### src/sv/ps2mpc_pkg.sv
// Shared types and constants for the PS/2 mouse packet cursor block.
// Depends on nothing; every module of the block imports it.
package ps2mpc_pkg;

    // Width of the screen size configuration registers.
    localparam int unsigned SIZE_BITS = 13;

    // Screen size after reset.
    localparam logic [SIZE_BITS-1:0] SCREEN_WIDTH_RESET  = 13'd640;
    localparam logic [SIZE_BITS-1:0] SCREEN_HEIGHT_RESET = 13'd480;

    // Header byte fields.
    localparam logic [7:0] SYNC_MASK     = 8'h08;
    localparam logic [7:0] OVERFLOW_MASK = 8'hC0;
    localparam int unsigned X_SIGN_BIT   = 4;
    localparam int unsigned Y_SIGN_BIT   = 5;
    localparam int unsigned BUTTON_BITS  = 3;

    // Configuration register indexes.
    typedef enum logic [0:0] {
        CFG_SCREEN_WIDTH  = 1'b0,
        CFG_SCREEN_HEIGHT = 1'b1
    } cfg_reg_t;

    // Position of the next byte within a packet.
    typedef enum logic [1:0] {
        POS_HEADER = 2'd0,
        POS_XMOVE  = 2'd1,
        POS_YMOVE  = 2'd2
    } byte_pos_t;

    // One complete, overflow-free packet in decoded form.
    typedef struct packed {
        logic [BUTTON_BITS-1:0] buttons;
        logic signed [8:0]      dx;
        logic signed [8:0]      dy;
    } packet_t;

endpackage

### src/sv/ps2mpc_assembler.sv
// Byte-to-packet assembler: tracks the byte position, resyncs on the header
// sync bit; registers overflow-free packets. Depends on ps2mpc_pkg.
module ps2mpc_assembler
    import ps2mpc_pkg::*;
(
    input  logic       aclk,
    input  logic       aresetn,
    input  logic       s_valid,
    output logic       s_ready,
    input  logic [7:0] s_data_byte,
    input  logic       s_from_aux,
    output logic       pkt_valid,
    input  logic       pkt_ready,
    output packet_t    pkt
);

    byte_pos_t  pos_reg, pos_next;
    logic [7:0] header_reg, header_next;
    logic [7:0] x_move_reg, x_move_next;
    logic       pkt_valid_reg;
    packet_t    pkt_reg;
    logic       take_byte;
    logic       emit;

    // The packet slot is free or drains in this cycle.
    assign s_ready   = !pkt_valid_reg || pkt_ready;
    assign take_byte = s_valid && s_ready && s_from_aux;

    always_comb begin
        pos_next    = pos_reg;
        header_next = header_reg;
        x_move_next = x_move_reg;
        emit        = 1'b0;
        if (take_byte) begin
            unique case (pos_reg)
                POS_XMOVE: begin
                    x_move_next = s_data_byte;
                    pos_next    = POS_YMOVE;
                end
                POS_YMOVE: begin
                    pos_next = POS_HEADER;
                    emit     = (header_reg & OVERFLOW_MASK) == 8'h00;
                end
                default: begin
                    // A header without the sync bit is dropped.
                    if ((s_data_byte & SYNC_MASK) != 8'h00) begin
                        header_next = s_data_byte;
                        pos_next    = POS_XMOVE;
                    end
                end
            endcase
        end
    end

    always_ff @(posedge aclk) begin
        if (!aresetn) begin
            pos_reg       <= POS_HEADER;
            header_reg    <= 8'h00;
            x_move_reg    <= 8'h00;
            pkt_valid_reg <= 1'b0;
        end else begin
            pos_reg    <= pos_next;
            header_reg <= header_next;
            x_move_reg <= x_move_next;
            if (emit) begin
                pkt_valid_reg <= 1'b1;
            end else if (pkt_ready) begin
                pkt_valid_reg <= 1'b0;
            end
        end
    end

    always_ff @(posedge aclk) begin
        if (emit) begin
            pkt_reg.buttons <= header_reg[BUTTON_BITS-1:0];
            pkt_reg.dx      <= {header_reg[X_SIGN_BIT], x_move_reg};
            pkt_reg.dy      <= {header_reg[Y_SIGN_BIT], s_data_byte};
        end
    end

    assign pkt_valid = pkt_valid_reg;
    assign pkt       = pkt_reg;

endmodule

### src/sv/ps2mpc_tracker.sv
// Cursor tracker: adds packet moves to the position, clamps to the screen and
// holds the result register that drives the output channel. Depends on ps2mpc_pkg.
module ps2mpc_tracker
    import ps2mpc_pkg::*;
#(
    parameter int unsigned COORD_BITS = 12
) (
    input  logic                   aclk,
    input  logic                   aresetn,
    input  logic [SIZE_BITS-1:0]   screen_width,
    input  logic [SIZE_BITS-1:0]   screen_height,
    input  logic                   pkt_valid,
    output logic                   pkt_ready,
    input  packet_t                pkt,
    output logic                   m_valid,
    input  logic                   m_ready,
    output logic [COORD_BITS-1:0]  m_cursor_x,
    output logic [COORD_BITS-1:0]  m_cursor_y,
    output logic [BUTTON_BITS-1:0] m_buttons
);

    localparam int unsigned LIM_BITS = (COORD_BITS > SIZE_BITS) ? COORD_BITS : SIZE_BITS;
    localparam int unsigned SUM_BITS = COORD_BITS + 2;
    localparam logic [LIM_BITS-1:0] COORD_MAX = LIM_BITS'((64'd1 << COORD_BITS) - 64'd1);
    localparam logic [COORD_BITS-1:0] RESET_X = COORD_BITS'(SCREEN_WIDTH_RESET / 2);
    localparam logic [COORD_BITS-1:0] RESET_Y = COORD_BITS'(SCREEN_HEIGHT_RESET / 2);

    logic                        m_valid_reg;
    logic [COORD_BITS-1:0]       pos_x_reg, pos_x_next;
    logic [COORD_BITS-1:0]       pos_y_reg, pos_y_next;
    logic [BUTTON_BITS-1:0]      buttons_reg;
    logic [COORD_BITS-1:0]       lim_x, lim_y;
    logic signed [SUM_BITS-1:0]  sum_x, sum_y;
    logic                        pkt_take;

    // Largest coordinate for a screen size: size minus one, a zero size
    // treated as one, saturated to the coordinate range.
    function automatic logic [COORD_BITS-1:0] size_limit(input logic [SIZE_BITS-1:0] size);
        logic [SIZE_BITS-1:0] size_m1;
        logic [LIM_BITS-1:0]  ext;
        size_m1 = (size == '0) ? '0 : size - SIZE_BITS'(1);
        ext     = LIM_BITS'(size_m1);
        return (ext > COORD_MAX) ? COORD_MAX[COORD_BITS-1:0] : ext[COORD_BITS-1:0];
    endfunction

    function automatic logic [COORD_BITS-1:0] clamp(input logic signed [SUM_BITS-1:0] v,
                                                     input logic [COORD_BITS-1:0] lim);
        logic signed [SUM_BITS-1:0] lim_s;
        lim_s = $signed({2'b00, lim});
        if (v < 0) begin
            return '0;
        end else if (v > lim_s) begin
            return lim;
        end else begin
            return v[COORD_BITS-1:0];
        end
    endfunction

    assign pkt_ready = !m_valid_reg || m_ready;
    assign pkt_take  = pkt_valid && pkt_ready;

    always_comb begin
        lim_x      = size_limit(screen_width);
        lim_y      = size_limit(screen_height);
        // Screen down is positive, so the Y move is subtracted.
        sum_x      = $signed({2'b00, pos_x_reg}) + SUM_BITS'(pkt.dx);
        sum_y      = $signed({2'b00, pos_y_reg}) - SUM_BITS'(pkt.dy);
        pos_x_next = clamp(sum_x, lim_x);
        pos_y_next = clamp(sum_y, lim_y);
    end

    always_ff @(posedge aclk) begin
        if (!aresetn) begin
            m_valid_reg <= 1'b0;
            pos_x_reg   <= RESET_X;
            pos_y_reg   <= RESET_Y;
            buttons_reg <= '0;
        end else begin
            if (pkt_take) begin
                m_valid_reg <= 1'b1;
                pos_x_reg   <= pos_x_next;
                pos_y_reg   <= pos_y_next;
                buttons_reg <= pkt.buttons;
            end else if (m_ready) begin
                m_valid_reg <= 1'b0;
            end
        end
    end

    assign m_valid    = m_valid_reg;
    assign m_cursor_x = pos_x_reg;
    assign m_cursor_y = pos_y_reg;
    assign m_buttons  = buttons_reg;

endmodule

### src/sv/ps2_mouse_packet_cursor.sv
// Top level of the PS/2 mouse packet cursor block: configuration registers,
// packet assembler and cursor tracker. Depends on ps2mpc_pkg and both submodules.
//
//  Channel   Direction  Handshake           Payload
//  s_        in         s_valid / s_ready   s_data_byte[7:0], s_from_aux
//  m_        out        m_valid / m_ready   m_cursor_x, m_cursor_y, m_buttons[2:0]
//  cfg_      in         cfg_wr_en only      cfg_index[0:0], cfg_wr_data[12:0]
//
// A byte transaction is taken in every cycle in which the packet register is
// empty or drains. After the transaction that carries the third byte of a
// packet, the packet goes first to the packet register and then to the
// result register, which raises m_valid and also holds the cursor position.
// Reset is synchronous and active low; it centers the cursor on the reset
// screen size, clears the buttons and restarts at the header byte.
// A stalled result holds the packet register; input stalls only once that
// register is also full.
module ps2_mouse_packet_cursor
    import ps2mpc_pkg::*;
#(
    parameter int unsigned COORD_BITS = 12
) (
    input  logic                   aclk,
    input  logic                   aresetn,
    input  logic                   cfg_wr_en,
    input  logic [0:0]             cfg_index,
    input  logic [SIZE_BITS-1:0]   cfg_wr_data,
    input  logic                   s_valid,
    output logic                   s_ready,
    input  logic [7:0]             s_data_byte,
    input  logic                   s_from_aux,
    output logic                   m_valid,
    input  logic                   m_ready,
    output logic [COORD_BITS-1:0]  m_cursor_x,
    output logic [COORD_BITS-1:0]  m_cursor_y,
    output logic [BUTTON_BITS-1:0] m_buttons
);

    logic [SIZE_BITS-1:0] screen_width_reg;
    logic [SIZE_BITS-1:0] screen_height_reg;
    logic                 pkt_valid;
    logic                 pkt_ready;
    packet_t              pkt;

    // Screen size registers. They must be written only while the block is idle,
    // so the tracker sees a settled limit for every packet; nothing enforces it.
    always_ff @(posedge aclk) begin
        if (!aresetn) begin
            screen_width_reg  <= SCREEN_WIDTH_RESET;
            screen_height_reg <= SCREEN_HEIGHT_RESET;
        end else if (cfg_wr_en) begin
            unique case (cfg_reg_t'(cfg_index))
                CFG_SCREEN_WIDTH:  screen_width_reg  <= cfg_wr_data;
                CFG_SCREEN_HEIGHT: screen_height_reg <= cfg_wr_data;
                default: ;
            endcase
        end
    end

    // The assembler collects header, X and Y bytes from the auxiliary port and
    // passes on only packets without an overflow bit.
    ps2mpc_assembler u_assembler (
        .aclk        (aclk),
        .aresetn     (aresetn),
        .s_valid     (s_valid),
        .s_ready     (s_ready),
        .s_data_byte (s_data_byte),
        .s_from_aux  (s_from_aux),
        .pkt_valid   (pkt_valid),
        .pkt_ready   (pkt_ready),
        .pkt         (pkt)
    );

    // The tracker applies the move, clamps to the screen and presents the
    // new position with the button state.
    ps2mpc_tracker #(
        .COORD_BITS (COORD_BITS)
    ) u_tracker (
        .aclk          (aclk),
        .aresetn       (aresetn),
        .screen_width  (screen_width_reg),
        .screen_height (screen_height_reg),
        .pkt_valid     (pkt_valid),
        .pkt_ready     (pkt_ready),
        .pkt           (pkt),
        .m_valid       (m_valid),
        .m_ready       (m_ready),
        .m_cursor_x    (m_cursor_x),
        .m_cursor_y    (m_cursor_y),
        .m_buttons     (m_buttons)
    );

    // A new result only follows a packet handed to the tracker.
    a_result_from_packet: assert property (
        @(posedge aclk) disable iff (!aresetn)
        $rose(m_valid) |-> $past(pkt_valid && pkt_ready)
    ) else $error("result appeared without a packet transaction");

    // The cursor only moves when a packet is taken.
    a_cursor_holds: assert property (
        @(posedge aclk) disable iff (!aresetn)
        !(pkt_valid && pkt_ready) |=> $stable(m_cursor_x) && $stable(m_cursor_y)
    ) else $error("cursor changed without a packet transaction");

    // A waiting packet keeps its contents until the tracker takes it.
    a_packet_holds: assert property (
        @(posedge aclk) disable iff (!aresetn)
        pkt_valid && !pkt_ready |=> pkt_valid && $stable(pkt)
    ) else $error("stalled packet changed or vanished");

endmodule
### config.mk
export PLATFORM = sky130hd
export DESIGN_NAME = ps2_mouse_packet_cursor
export DESIGN_NICKNAME = d
export VERILOG_FILES = /design/src/sv/ps2mpc_pkg.sv /design/src/sv/ps2mpc_assembler.sv /design/src/sv/ps2mpc_tracker.sv /design/src/sv/ps2_mouse_packet_cursor.sv
export SDC_FILE = /design/constraint.sdc
export NUM_CORES = 1
export LEC_CHECK = 0
export BUFFER_PORTS_ARGS = -buffer_cell sky130_fd_sc_hd__buf_4
export CORE_MARGIN = 4
export CORE_UTILIZATION = 65
export DETAILED_ROUTE_END_ITERATION = 7
export GPL_TIMING_DRIVEN = 0
export PLACE_DENSITY = 0.86
export SLEW_MARGIN = 0
export SYNTH_ARGS = -nofsm -noshare
export SYNTH_HDL_FRONTEND = slang
export SYNTH_SLANG_ARGS = --single-unit
### constraint.sdc
create_clock -name aclk -period 11.3 [get_ports aclk]
set_input_delay 0.565 -clock aclk [delete_from_list [all_inputs] [get_ports aclk]]
set_output_delay 0.565 -clock aclk [all_outputs]
set_load 0.05 [all_outputs]
==> metrics.txt <==
status complete, no violations; PwrDens 104 mW/mm²; hold_buf cts 0; Max H-tree Level 3; skew final 17.0 ps; nets 846; Die ar. 0.0109 mm²; post-synth top area cell dfxtp_1; final worst path period need 4750 ps; Synthesized Nets 780; combinational share of power 0.148; ANT cells 0; layout filler cell count 666; Hold WS 386 ps; synth cell count leaders nand2_1, dfxtp_1, a21oi_1, nor2_1, ha_1; root buffer cell clkbuf_8; count leader, synth nand2_1; Synth cell types 79; largest cells by area after synthesis dfxtp_1, ha_1, edfxtp_1, a21oi_1, nand2_1; Mapped Avg Cell Area 8.65 µm²; Buffers on Ports 55; Sw Ratio 0.293; latest clock arrival within the worst-skew pair 370 ps; CTS buffer count 9; DRC Markers 0; Max Cap Violations 0; synthesized area 0.00602 mm²; final core utilization 0.768; Post-Syn Instances 696; Required @ worst endpoint 11,560 ps; CTS tree built; GR Overflow Total 0; vias in the first global route 5,464; Layout Cells excl Fill 875; remaining antenna violation count 0; Leak 2.76 nW; Seq/Total Area, Yosys 0.344; critical path arrival 5020 ps; initial antenna violation count 0; vias per cell 6.38; Ports 57; period utilisation layout 0.421; clk buf depth 2; critical path class flip-flop to flip-flop; clock power share 0.350; Final setup viols 0; Pins Over Slew Limit 0; PostCTS Resize Cnt 0; kind of start point of the critical path flip-flop; Hold Crit Class primary input to flip-flop; DR WL/cell 18.0 µm; Die Y 104 µm; largest net degree at the start of global routing 22; max FFs per register 21; Synth warnings 0; via count 5,586; Critical Path Sink Type flip-flop; RSZ-0062 raised after global routing no; CORE AREA 0.00885 mm²; number of synthesized flops with an enable pin 21; worst-margin pin slew 1130 ps; total power 0.704 mW; ys flop type dfxtp_1; DR pass1 iterations 5; Worst slew margin 0.246; Seq pwr share 0.503; Layout area overhead 12.9%; final wirelength 15,700 µm; share of layout cells above drive strength 1 0.133; Post-DP HPWL 12,300 µm; placed insts 859; Sw Pwr 0.206 mW; chip width 104 µm; worst-path fanout max 9; Clk pin slew, worst setup/hold paths 110 ps; Total GRT Usage 0.292; Iter 0 DRT Violations 276; # clock sinks 93; Internal 0.498 mW; number of synthesized register bits 93; Cell Rows 34; Setup TNS 0 ps; first-pass GRT wire length 26,200 µm; Setup Buffers After CTS 0; Max Freq 210 MHz; GPL Wtd Cong 0.977; Async S/R FF share, synth 0; maximum VDD drop 0.0957 mV; Initial Util 0.680; final hold violations 0; post-synth top area share 0.239
## final cells by class
class	instances	area [µm²]	area share
Inverter	31	116	0.0171
Buffer	23	130	0.0191
Multi-Input combinational cell	549	3700	0.545
Sequential cell	93	2070	0.305
Clock buffer	9	124	0.0182
Clock inverter	7	103	0.0151
Tap cell	108	135	0.0199
Timing Repair Buffer	55	413	0.0608
## final timing paths
| kind | start | end | slack [ps] | cells after the start |
|---|---|---|---|---|
| max | u_assembler.pkt[9] | u_tracker.m_cursor_x[9] | 6550 | 16 |
| min reg2reg | u_assembler.header_reg[1] | u_assembler.pkt[19] | 440 | 0 |
| min | s_data_byte[4] | u_assembler.pkt[4] | 390 | 1 |
| max reg2reg | u_assembler.pkt[9] | u_tracker.m_cursor_x[9] | 6550 | 16 |
## worst max-delay path, stage by stage, from the launching register on
cell and delay, ps:
edfxtp_1 380, ha_1 230, fa_1 430, a211oi_1 380, o21a_1 210, nor2_1 80
o21a_1 180, nor2_1 110, xnor2_1 120, ha_1 320, nand2_1 50, o211ai_1 200
a2111oi_1 130, nor3_1 240, nor3b_1 930, nor2_1 260, a311o_1 420
## cell families (layout without fill, tap and decap cells)
| family | Yosys count | after routing | share of synthesized area |
|---|---|---|---|
| compound gates | 201 | 201 | 0.227 |
| mux | 13 | 13 | 0.0216 |
| fa+ha+maj | 58 | 58 | 0.122 |
| simple gates | 249 | 249 | 0.203 |
| xor+xnor | 28 | 28 | 0.0407 |
| buf+inv | 54 | 125 | 0.0409 |
| flops | 93 | 93 | 0.344 |
## metrics by stage
step                      cell area, µm²  setup slack, ps
after global placement              6570             6760
after global routing                6800             6210
final                               6800             6550
after floorplan                     6020             7090
after CTS                           6800             6660
after detailed placement            6570             6640
## cell usage in the layout, fill, tap and decap left out, types with 6 or more instances in the layout
cell type	synthesis	final
nand2_1	89	89
dfxtp_1	72	72
a21oi_1	68	68
nor2_1	56	56
buf_4	0	55
ha_1	54	54
o21ai_0	31	31
inv_1	30	30
edfxtp_1	21	21
nand3_1	20	20
nor3_1	20	20
clkbuf_1	16	16
xnor2_1	16	16
mux2i_1	13	13
xor2_1	12	12
clkbuf_8	2	11
o21a_1	10	10
nand4_1	9	9
o31ai_1	9	9
a211oi_1	8	8
or3_1	8	8
a21o_1	8	8
a21boi_0	8	8
a32o_1	8	8
nand2b_1	7	7
a31oi_1	6	6
o211ai_1	6	6
## layer usage
metal  share of wire  vias to the layer above  global-route usage
met4           0.027                        0               0.107
met3           0.056                       36              0.0341
li1                -                     2694                   -
met1            0.44                     2651               0.382
met2            0.48                      205               0.495
met5               0                        -                   0
## power by group through the flow
stage | Sequential [mW] | Clock, mW | Combinational, mW
floorplan | 0.359 | 0 | 0.0694
global placement | 0.360 | 0 | 0.0969
detailed placement | 0.361 | 0 | 0.100
CTS | 0.353 | 0.249 | 0.102
global route | 0.355 | 0.262 | 0.114
finish | 0.354 | 0.246 | 0.104
Note: power is estimated with default switching activity, not from simulation.
